## config.mk

```make
export PLATFORM = sky130hd
export DESIGN_NAME = ffa_hole_cell
export DESIGN_NICKNAME = d
export VERILOG_FILES = /design/src/design/ffa_pkg.sv /design/src/design/ffa_hole_cell.sv
export SDC_FILE = /design/constraint.sdc
export NUM_CORES = 1
export LEC_CHECK = 0
export BUFFER_PORTS_ARGS = -buffer_cell sky130_fd_sc_hd__buf_2
export CORE_ASPECT_RATIO = 0.75
export CORE_MARGIN = 1.5
export CORE_UTILIZATION = 41
export CTS_CLUSTER_DIAMETER = 50
export DETAILED_ROUTE_END_ITERATION = 16
export MAX_ROUTING_LAYER = met4
export PLACE_DENSITY_LB_ADDON = 0.05
export SYNTH_ARGS = -nofsm -noshare
export SYNTH_HDL_FRONTEND = slang
export SYNTH_SLANG_ARGS = --single-unit
```

## constraint.sdc

```tcl
create_clock -name clk -period 2.08 [get_ports clk]
set_input_delay 0 -clock clk [delete_from_list [all_inputs] [get_ports clk]]
set_output_delay 0 -clock clk [all_outputs]
set_load 0.02 [all_outputs]
```

## src/design/ffa_pkg.sv

```systemverilog
// Shared types, sizes and codes for the first-fit page segment allocator.
package ffa_pkg;

  // Sizes of the managed space and of the two tables
  localparam int MAX_SEGMENTS = 16;
  localparam int HOLE_DEPTH   = MAX_SEGMENTS + 1;
  localparam int MAX_PAGES    = 4096;

  localparam int PID_W   = 16;
  localparam int PAGE_W  = 12;
  localparam int COUNT_W = 13;
  localparam int SEG_N_W = 5;
  localparam int HOLE_N_W = 5;
  localparam int SEG_IDX_W = 4;

  // Operation codes
  localparam logic [1:0] OP_ALLOCATE  = 2'd0;
  localparam logic [1:0] OP_RELEASE   = 2'd1;
  localparam logic [1:0] OP_COMPACT   = 2'd2;
  localparam logic [1:0] OP_TRANSLATE = 2'd3;

  // Status codes
  localparam logic [1:0] ST_OK         = 2'd0;
  localparam logic [1:0] ST_NO_HOLE    = 2'd1;
  localparam logic [1:0] ST_NOT_FOUND  = 2'd2;
  localparam logic [1:0] ST_TABLE_FULL = 2'd3;

  // Cell commands
  localparam logic [2:0] CELL_HOLD  = 3'd0;
  localparam logic [2:0] CELL_PREV  = 3'd1;
  localparam logic [2:0] CELL_NEXT  = 3'd2;
  localparam logic [2:0] CELL_LOAD  = 3'd3;
  localparam logic [2:0] CELL_CLEAR = 3'd4;

  typedef struct packed {
    logic                 valid;
    logic [PID_W-1:0]     pid;
    logic [PAGE_W-1:0]    base;
    logic [COUNT_W-1:0]   len;
  } seg_entry_t;

  typedef struct packed {
    logic                 valid;
    logic [PAGE_W-1:0]    base;
    logic [COUNT_W-1:0]   len;
  } hole_entry_t;

  typedef struct packed {
    logic [2:0]  sel;
    seg_entry_t  data;
  } seg_ctl_t;

  typedef struct packed {
    logic [2:0]  sel;
    hole_entry_t data;
  } hole_ctl_t;

endpackage

```

## src/design/ffa_hole_cell.sv

```systemverilog
// One cell of the free-hole chain: holds one hole, shifts with its neighbours.
module ffa_hole_cell (
  input  logic                 clk,
  input  ffa_pkg::hole_ctl_t   ctl,
  input  ffa_pkg::hole_entry_t prev_ent,
  input  ffa_pkg::hole_entry_t next_ent,
  output ffa_pkg::hole_entry_t ent
);

  // Hold, shift in from a neighbour, load or drop the hole
  always_ff @(posedge clk) begin
    case (ctl.sel)
      ffa_pkg::CELL_PREV:  ent <= prev_ent;
      ffa_pkg::CELL_NEXT:  ent <= next_ent;
      ffa_pkg::CELL_LOAD:  ent <= ctl.data;
      ffa_pkg::CELL_CLEAR: ent.valid <= 1'b0;
      default:             ent <= ent;
    endcase
  end

endmodule

```

==> impl_metrics.json <==
{
  "status": "finished, final reports clean",
  "cp-endpoint": "ent[13]",
  "drv_slew": 0,
  "synthMuxAreaShare_pct": 40.85,
  "min_period_ps": 1237,
  "gr-max-usage-layer": "met2",
  "grt_pass1_vias": 1175,
  "syn_area_um2": 1525,
  "critPathRequiredTime_ps": 2100,
  "crit_family": "multiplexers",
  "rsz0062_at_grt": "no",
  "slew_headroom_pct": 52.77,
  "largest_reg_flops": 26,
  "grt_use_met2_pct": 31.43,
  "syn_inst": 90,
  "grt_max_degree": 30,
  "leakage_nw": 0.9901,
  "path_buf_inv": 1,
  "tritoncts.num_buffers": 3,
  "dieWidth_um": 73.43,
  "worst_pin_slew_ps": 708.5,
  "io_pins": 108,
  "top_register": "ent",
  "dr_total_vias": 1154,
  "wl_per_cell_um": 13.01,
  "antenna_found_initial": 0,
  "ir_drop_mv": 0.3238,
  "htree_levels": 1,
  "antenna_left": 0,
  "place.gp.congestion": 0.7304,
  "path_max_fanout": 29,
  "cts_root_buf": "clkbuf_8",
  "synth-xor-area-share_pct": 0.5742,
  "antenna_cells": 0,
  "drt_wl_total_mm": 3.240,
  "hpwl_mm": 2.606,
  "fmax_ghz": 0.8084,
  "largestRegisters": "ent x26",
  "synth_top_family_by_area": "multiplexers",
  "maxCapViolCount": 0,
  "power_mw": 1.268,
  "synthSimpleGateAreaFrac_pct": 2.871,
  "seq_area_frac_synth_pct": 51.19,
  "finalSetupViolations": 0,
  "io_buffers": 107,
  "cts.sinks": 26,
  "synth_adder_area_share_pct": 0,
  "initial_utilization_pct": 44.55,
  "cts.path.max_buffers": 2,
  "cts_tree": "built",
  "syn2layout_area_growth_pct": 40.69,
  "avgSynthCellArea_um2": 16.95,
  "dr.first_iter.drc_count": 47,
  "synth-compound-area-share_pct": 0.7383,
  "hold_viol": 0,
  "met3_usage_pct": 4.891,
  "final_cell_mix": "buf_2, mux2_2, edfxtp_1, mux2_4, mux2_1",
  "cts-resized-gates": 0,
  "die_h_um": 55.82,
  "final_common_cell": "buf_2",
  "slowest_delay_ps": 540,
  "fin_setup_tns_ps": 0,
  "critPathKind": "primary input to flip-flop",
  "cp.arrival_ps": 1250,
  "drc": 0,
  "cts_setup_buffers": 0,
  "p_per_area_nw_per_um2": 591.1,
  "drive_above_1_share_pct": 79.90,
  "met1_usage_pct": 16.67,
  "cp-end-kind": "flip-flop",
  "fin_nets": 282,
  "final.fill_count": 304,
  "grt_pass1_wl_mm": 5.085,
  "cp_cell_sequence": "buf_2, mux2_2, mux2_1",
  "die_area_um2": 4099,
  "grt_remaining_overflow": 0,
  "syn_nets": 172,
  "cpMaxStageDelayCell": "buf_2",
  "hold_class": "primary input to flip-flop",
  "ctsHoldBuffers": 0,
  "track_usage_pct": 16.93,
  "clkTransAtPathRegs_ps": 80,
  "ys_ff_latch": 26,
  "rows": 18,
  "synthDistinctLibCells": 14,
  "crit_path_start_kind": "primary input",
  "drt-pass1-iter-count": 2,
  "core_area_um2": 3423,
  "yosys_warnings": 0,
  "period_share_pct": 59.47,
  "startpoint": "ctl[26]",
  "via_per_inst": 4.635,
  "path_depth": 3
}
power breakdown:
group          switching, mW  leakage (nW)  internal [mW]
Combinational          0.161         0.718          0.180
Clock                  0.145        0.0231          0.132
Sequential            0.0111         0.249          0.639
Total                  0.318         0.990          0.951
logic make-up after synthesis:
kind of cell / count (synthesis)
compound gates: 1
xor+xnor: 1
buf+inv: 6
flops: 26
mux: 50
simple gates: 6
per-stage QoR:
step	worst slack [ps]	instances	instance area, µm²	utilization (%)	hold slack [ps]
after floorplan	252.7	90	1525	-	200.9
after global placement	590.9	245	2101	61.37	284.7
after detailed placement	532.0	245	2101	61.37	306.5
after CTS	822.6	249	2146	62.68	22.86
after global routing	758.2	249	2146	62.68	23.26
final	843.0	249	2146	62.68	30.84
Yosys cell counts:
| master | n | area (µm²) |
|---|---|---|
| buf_4 | 1 | 7.510 |
| o2111a_1 | 1 | 11.26 |
| or3b_1 | 1 | 8.760 |
| nor2b_1 | 1 | 6.260 |
| xnor2_1 | 1 | 8.760 |
| or4b_1 | 1 | 10.01 |
| nor2_1 | 2 | 7.510 |
| mux2_2 | 27 | 304.0 |
| buf_6 | 4 | 45.04 |
| mux2_1 | 7 | 78.83 |
| mux2_4 | 16 | 240.2 |
| buf_2 | 1 | 5.000 |
| edfxtp_1 | 26 | 780.8 |
| or4bb_1 | 1 | 11.26 |
worst min-delay path by stage:
stage	endpoint	depth (start not counted)	from
after global placement	ent[13]	2	prev_ent[13]
after floorplan	ent[13]	1	prev_ent[13]
after global routing	ent[1]	2	prev_ent[1]
after CTS	ent[3]	2	prev_ent[3]
final	ent[8]	2	prev_ent[8]
after detailed placement	ent[3]	2	prev_ent[3]
cell type report:
cell class	count	area [µm²]	area share, %
tap	50	62.56	2.915
sequential	26	780.7	36.38
timing repair buffer	111	565.5	26.36
multi-input combinational	58	691.9	32.24
clock buffer	3	41.29	1.924
clock inverter	1	3.754	0.1749
layer usage:
metal  vias to the layer above  wire length [µm]  part of all wire, %
met2                        59              1758                   54
met3                         4               293                  9.0
met4                         0                36                  1.1
li1                        569                 -                    -
met1                       522              1152                   36
met5                         -                 0                    0
No activity file was read; power rests on OpenSTA's default activity.
