--- src/design/ffa_pkg.sv ---
// Shared types, sizes and codes for the first-fit page segment allocator.
package ffa_pkg;

  // Sizes of the managed space and of the two tables
  localparam int MAX_SEGMENTS = 16;
  localparam int HOLE_DEPTH   = MAX_SEGMENTS + 1;
  localparam int MAX_PAGES    = 4096;

  localparam int PID_W   = 16;
  localparam int PAGE_W  = 12;
  localparam int COUNT_W = 13;
  localparam int SEG_N_W = 5;
  localparam int HOLE_N_W = 5;
  localparam int SEG_IDX_W = 4;

  // Operation codes
  localparam logic [1:0] OP_ALLOCATE  = 2'd0;
  localparam logic [1:0] OP_RELEASE   = 2'd1;
  localparam logic [1:0] OP_COMPACT   = 2'd2;
  localparam logic [1:0] OP_TRANSLATE = 2'd3;

  // Status codes
  localparam logic [1:0] ST_OK         = 2'd0;
  localparam logic [1:0] ST_NO_HOLE    = 2'd1;
  localparam logic [1:0] ST_NOT_FOUND  = 2'd2;
  localparam logic [1:0] ST_TABLE_FULL = 2'd3;

  // Cell commands
  localparam logic [2:0] CELL_HOLD  = 3'd0;
  localparam logic [2:0] CELL_PREV  = 3'd1;
  localparam logic [2:0] CELL_NEXT  = 3'd2;
  localparam logic [2:0] CELL_LOAD  = 3'd3;
  localparam logic [2:0] CELL_CLEAR = 3'd4;

  typedef struct packed {
    logic                 valid;
    logic [PID_W-1:0]     pid;
    logic [PAGE_W-1:0]    base;
    logic [COUNT_W-1:0]   len;
  } seg_entry_t;

  typedef struct packed {
    logic                 valid;
    logic [PAGE_W-1:0]    base;
    logic [COUNT_W-1:0]   len;
  } hole_entry_t;

  typedef struct packed {
    logic [2:0]  sel;
    seg_entry_t  data;
  } seg_ctl_t;

  typedef struct packed {
    logic [2:0]  sel;
    hole_entry_t data;
  } hole_ctl_t;

endpackage

--- src/design/ffa_seg_cell.sv ---
// One cell of the used-segment chain: holds one entry, shifts with its neighbours.
module ffa_seg_cell (
  input  logic                clk,
  input  ffa_pkg::seg_ctl_t   ctl,
  input  ffa_pkg::seg_entry_t prev_ent,
  input  ffa_pkg::seg_entry_t next_ent,
  output ffa_pkg::seg_entry_t ent
);

  // Hold, shift in from a neighbour, load or drop the entry
  always_ff @(posedge clk) begin
    case (ctl.sel)
      ffa_pkg::CELL_PREV:  ent <= prev_ent;
      ffa_pkg::CELL_NEXT:  ent <= next_ent;
      ffa_pkg::CELL_LOAD:  ent <= ctl.data;
      ffa_pkg::CELL_CLEAR: ent.valid <= 1'b0;
      default:             ent <= ent;
    endcase
  end

endmodule

--- config.mk ---
export PLATFORM = sky130hd
export DESIGN_NAME = ffa_seg_cell
export DESIGN_NICKNAME = d
export VERILOG_FILES = /design/src/design/ffa_pkg.sv /design/src/design/ffa_seg_cell.sv
export SDC_FILE = /design/constraint.sdc
export NUM_CORES = 1
export LEC_CHECK = 0
export BUFFER_PORTS_ARGS = -buffer_cell sky130_fd_sc_hd__clkbuf_2
export CORE_AREA = 2 2 63 109
export DETAILED_ROUTE_END_ITERATION = 8
export DIE_AREA = 0 0 65 111
export PLACE_DENSITY = 0.8
export SLEW_MARGIN = 30
export SYNTH_ARGS = -nofsm -noshare
export SYNTH_HDL_FRONTEND = slang
export SYNTH_SLANG_ARGS = --single-unit
--- constraint.sdc ---
create_clock -name clk -period 4.6 [get_ports clk]
set_input_delay 0.92 -clock clk [delete_from_list [all_inputs] [get_ports clk]]
set_output_delay 0.92 -clock clk [all_outputs]
set_load 0.01 [all_outputs]
==> impl_metrics.csv, run 1 <==
group,metric,value,unit
die,io_pins,172,
power_and_ir_drop,p_clk_share,34.4,%
timing,fmax,0.381,GHz
setup_path,crit_arrival,2660,ps
setup_path,crit_path_end,"ent[41]",
logic_synthesis,synth_area_per_cell,18.7,um^2
detailed_routing,dr_total_vias,1824,
logic_synthesis,synth_seq_area_share,47.5,%
finish,final_nets,443,
placement,hpwl,4.85,mm
clocking,ctsResizeCount,0,
power_and_ir_drop,p_leak,1.86,nW
detailed_routing,wirelength,5.87,mm
timing,fin_crit_sh,57.1,%
timing,setup_violations,0,
clocking,cts_sinks,42,
power_and_ir_drop,p_int,0.000878,W
setup_path,start_kind,"input pin",
logic_synthesis,ys_seq_elements,42,
setup_path,critPathKind,"input pin to register",
logic_synthesis,yosysUniqueCellTypes,12,
finish,area_growth,39.7,%
detailed_routing,ant_nets,0,
die,die_area,7220,um^2
die,dieHeight,111,um
setup_path,worstSetupStartpoint,"ctl[42]",
clocking,root_buffer,"clkbuf_16",
power_and_ir_drop,p_total,0.00111,W
clocking,path_clk_slew,60,ps
logic_synthesis,syn_nets,272,
clocking,cts_tree,"yes",
finish,largest_reg_flops,42,
clocking,cts_hold_buf,0,
finish,diodes,0,
timing,max_slew.worst_pin.slew,823,ps
setup_path,critPathMaxFanout,25,
grt,grt_usage,16.8,%
power_and_ir_drop,swShare,20.9,%
timing,fin_crit,2630,ps
die,core,6390,um^2
grt,grt_pass1_vias,1910,
placement,portBuffers,171,
die,die_width,65,um
finish,drive_gt1_share,84.1,%
grt,overflow,0,
clocking,cts-buffers-inserted,5,
detailed_routing,wl_per_cell,14.8,um
detailed_routing,drc,0,
detailed_routing,first_pass_iters,4,
status,status,"finished, final reports clean",
power_and_ir_drop,power-per-cell-area,299,nW/um^2
clocking,clock_path_buffers,2,
grt,antenna_found_initial,0,
grt,grt_pass1_wl,9.00,mm
power_and_ir_drop,p_switching,0.000231,W
finish,regMostFlops,"ent",
timing,relSlewSlack,45.1,%
timing,hold_viol,0,
power_and_ir_drop,pwr-share-comb,22.6,%
clocking,cts_max_level,2,
setup_path,endpoint_kind,"register",
grt,grt_start_max_net_pins,26,
power_and_ir_drop,ir_drop,0.000188,V
detailed_routing,vias_per_cell,4.61,
timing,rsz0062_at_grt,"no",
detailed_routing,drt_iter0_markers,43,
die,row_count,39,
placement,gp_congestion,0.809,
clocking,post_cts.repair.setup_buffers,0,
timing,slew_viol_final,0,
power_and_ir_drop,p_seq_share,43.0,%
timing,whs,938,ps
timing,setup_tns,0,ps
logic_synthesis,syn-cell-area,2660,um^2
worst_hold_path,hp-class,"input pin to register",
finish,top_regs,"ent x42",
run,drv_cap,0,
die,initial_core_util,41.6,%
logic_synthesis,netlist_instances,142,
setup_path,cp_data_required_time,4630,ps
logic_synthesis,ys_warn_count,0,
==> cell usage in the layout (no fill, tap or decap) <==
master     netlist  layout
mux2_2           6       6
clkbuf_1         0       2
clkbuf_16        0       5
nor2b_4          0       1
or3b_1           1       1
or4b_1           1       1
o2111a_1         1       1
clkbuf_2         0     171
bufinv_16        0       1
buf_16           0       1
edfxtp_1        42      42
xnor2_1          1       1
buf_4            0       2
mux2_4          76      76
or4bb_1          1       1
nor2_4           0       1
nor2_1           2       1
==> cell type report <==
cell class,instances,area [um^2]
fill,544,2680
multi-input combinational,90,1290
sequential,42,1260
timing repair buffer,174,898
clock buffer,7,133
tap,82,103
clock inverter,1,30.0
==> cells by family after synthesis <==
kind of cell / share of synthesized area [%]
DFF: 47.5
muxes: 45.5
and+or+nand+nor: 1.65
xor gates and xnor gates: 0.330
buffers and inverters: 4.66
AOI/OAI and AO/OA: 0.424
==> worst max-delay path: stages <==
cell and delay [ps]:
clkbuf_2 620, buf_4 460, or4bb_1 510, o2111a_1 130
==> routing by layer <==
layer | global-route usage [%] | wire [um]
met5 | 0 | 0
met1 | 16.1 | 1950
met4 | 6.95 | 132
met2 | 32.2 | 3410
met3 | 4.26 | 384
==> cells in the mapped netlist <==
master,n,area share (%)
mux2_4,76,43
edfxtp_1,42,47
buf_6,7,3.0
mux2_2,6,2.5
buf_8,3,1.7
nor2_1,2,0.28
nor2b_1,1,0.24
o2111a_1,1,0.42
or3b_1,1,0.33
or4b_1,1,0.38
or4bb_1,1,0.42
xnor2_1,1,0.33
==> through the flow <==
| step | instances | cell area (um^2) | setup WS (ps) | utilization [%] |
|---|---|---|---|---|
| 2_1_floorplan | 142 | 2660 | 1140 | - |
| 4_1_cts | 396 | 3710 | 1960 | 58.1 |
| 3_3_place_gp | 387 | 3520 | 1540 | 55.1 |
| 6_report | 396 | 3710 | 1970 | 58.1 |
| 5_1_grt | 396 | 3710 | 1840 | 58.1 |
| 3_5_place_dp | 388 | 3550 | 1650 | 55.5 |
==> power groups by stage <==
stage / registers (W) / logic (W) / clock network (W)
floorplan: 0.000507 / 0.000130 / 0
global placement: 0.000485 / 0.000244 / 0
detailed placement: 0.000486 / 0.000253 / 0
CTS: 0.000478 / 0.000254 / 0.000392
global route: 0.000480 / 0.000269 / 0.000411
finish: 0.000477 / 0.000250 / 0.000382
==> worst min path at each step <==
stage,from,end,cells past startpoint
3_5_place_dp,prev_ent[6],ent[6],2
4_1_cts,prev_ent[37],ent[37],2
3_3_place_gp,prev_ent[11],ent[11],2
2_1_floorplan,prev_ent[0],ent[0],1
5_1_grt,prev_ent[36],ent[36],2
6_report,prev_ent[36],ent[36],2
Power figures use the tool's default switching activity.
==> run 2, diff against run 1 <==
Clock period 4.6 ns to 2.5 ns, I/O delays scaled along.
==> run 2 against run 1 <==
Effect of this change: clock-buffer cell count unchanged; clock power rose by 55%; sequential power grew 84%; cell area down 0.47%; routed wire length is 1.0% higher; global-route usage up 0.22 points; critical path depth unchanged; power up 74%; non-clock buffer count is 1 higher; critical path type unchanged; largest cell class unchanged.
==> impl_metrics.csv, run 2 (synthesized netlist as in run 1, its figures left out) <==
group,metric,value,unit
status,status,"finished, final reports clean",
power_and_ir_drop,swShare,21.9,%
clocking,cts_max_level,2,
finish,drive_gt1_share,84.1,%
die,row_count,39,
detailed_routing,vias_per_cell,4.68,
die,die_width,65,um
power_and_ir_drop,p_seq_share,45.5,%
clocking,path_clk_slew,60,ps
detailed_routing,wirelength,5.93,mm
detailed_routing,wl_per_cell,15.0,um
timing,timing.final.ws_setup,970,ps
clocking,cts-buffers-inserted,5,
grt,overflow,0,
clocking,clock_path_buffers,2,
finish,final_cell_mix,"171 x clkbuf_2, 76 x mux2_4, 42 x edfxtp_1",
power_and_ir_drop,pwr-share-comb,23.9,%
detailed_routing,first_pass_iters,4,
setup_path,endpoint_kind,"register",
power_and_ir_drop,p_clk_share,30.6,%
grt,grt_pass1_wl,9.29,mm
finish,layout_commonest_cell,"clkbuf_2",
detailed_routing,drc,0,
finish,diodes,0,
timing,setup_violations,0,
finish,area_growth,39.0,%
timing,max_slew.worst_pin.slew,426,ps
timing,rsz0062_at_grt,"no",
setup_path,critPathKind,"input pin to register",
detailed_routing,ant_nets,0,
setup_path,crit_arrival,1560,ps
placement,hpwl,4.92,mm
timing,setup_tns,0,ps
power_and_ir_drop,p_switching,0.000423,W
setup_path,cp_data_required_time,2530,ps
finish,final_util,57.8,%
placement,post-place-ws,657,ps
grt,grt_pass1_vias,1969,
finish,final_nets,444,
worst_hold_path,hp-class,"input pin to register",
power_and_ir_drop,p_int,0.00151,W
setup_path,start_kind,"input pin",
die,core,6390,um^2
power_and_ir_drop,power-per-cell-area,523,nW/um^2
die,io_pins,172,
finish,largest_reg_flops,42,
clocking,post_cts.repair.setup_buffers,0,
finish,top_regs,"ent x42",
die,dieHeight,111,um
grt,grt_usage,17.0,%
power_and_ir_drop,p_leak,1.85,nW
placement,gp_congestion,0.882,
placement,portBuffers,171,
grt,antenna_found_initial,0,
timing,slew_viol_final,0,
finish,fillCellCount,573,
detailed_routing,dr_total_vias,1852,
timing,fin_crit,1530,ps
run,drv_cap,0,
clocking,cts_tree,"yes",
timing,fin_crit_sh,61.2,%
clocking,cts_hold_buf,0,
grt,grt_start_max_net_pins,46,
timing,relSlewSlack,71.6,%
timing,fmax,0.654,GHz
die,die_area,7220,um^2
clocking,cts_sinks,42,
finish,regMostFlops,"ent",
timing,hold_viol,0,
detailed_routing,drt_iter0_markers,84,
setup_path,critPathMaxFanout,45,
clocking,ctsResizeCount,0,
die,initial_core_util,41.6,%
power_and_ir_drop,ir_drop,0.000288,V
clocking,root_buffer,"clkbuf_16",
## run 2: worst paths after layout
kind       to    startpoint  cells past startpoint  slack, ps
max   ent[41]       ctl[42]                      4        970
min   ent[39]  prev_ent[39]                      2        520
## run 2: worst max-delay path, stage by stage
cell and delay [ps]:
clkbuf_2 100, buf_12 300, or4bb_1 530, o2111a_1 130
## run 2: area by class of cell
type | count | area (um^2) | area share (%)
clock buffer | 7 | 133 | 3.59
timing repair buffer | 175 | 911 | 24.7
tap | 82 | 103 | 2.78
multi-input combinational | 90 | 1290 | 34.8
sequential | 42 | 1260 | 34.1
## run 2: routing by layer
layer  global-route usage [%]  wire [um]  share of wire [%]
met1                     16.1       1870                 32
met3                     3.65        361                6.1
met5                        0          0                  0
met4                     10.4        236                4.0
met2                     31.8       3460                 58
## run 2: power groups by stage
stage | Clock, W | Sequential [W] | Combinational (W)
floorplan | 0 | 0.000933 | 0.000239
global placement | 0 | 0.000891 | 0.000457
detailed placement | 0 | 0.000894 | 0.000469
CTS | 0.000610 | 0.000880 | 0.000470
global route | 0.000637 | 0.000886 | 0.000496
finish | 0.000591 | 0.000878 | 0.000462
## run 2: metrics by stage
| step | power [W] | instances | area, um^2 | hold WS [ps] |
|---|---|---|---|---|
| finish | 0.00193 | 396 | 3690 | 522 |
| global route | 0.00202 | 396 | 3690 | 519 |
| CTS | 0.00196 | 396 | 3690 | 517 |
| detailed placement | 0.00136 | 389 | 3560 | 805 |
| global placement | 0.00135 | 389 | 3560 | 803 |
| floorplan | 0.00117 | 142 | 2660 | 718 |
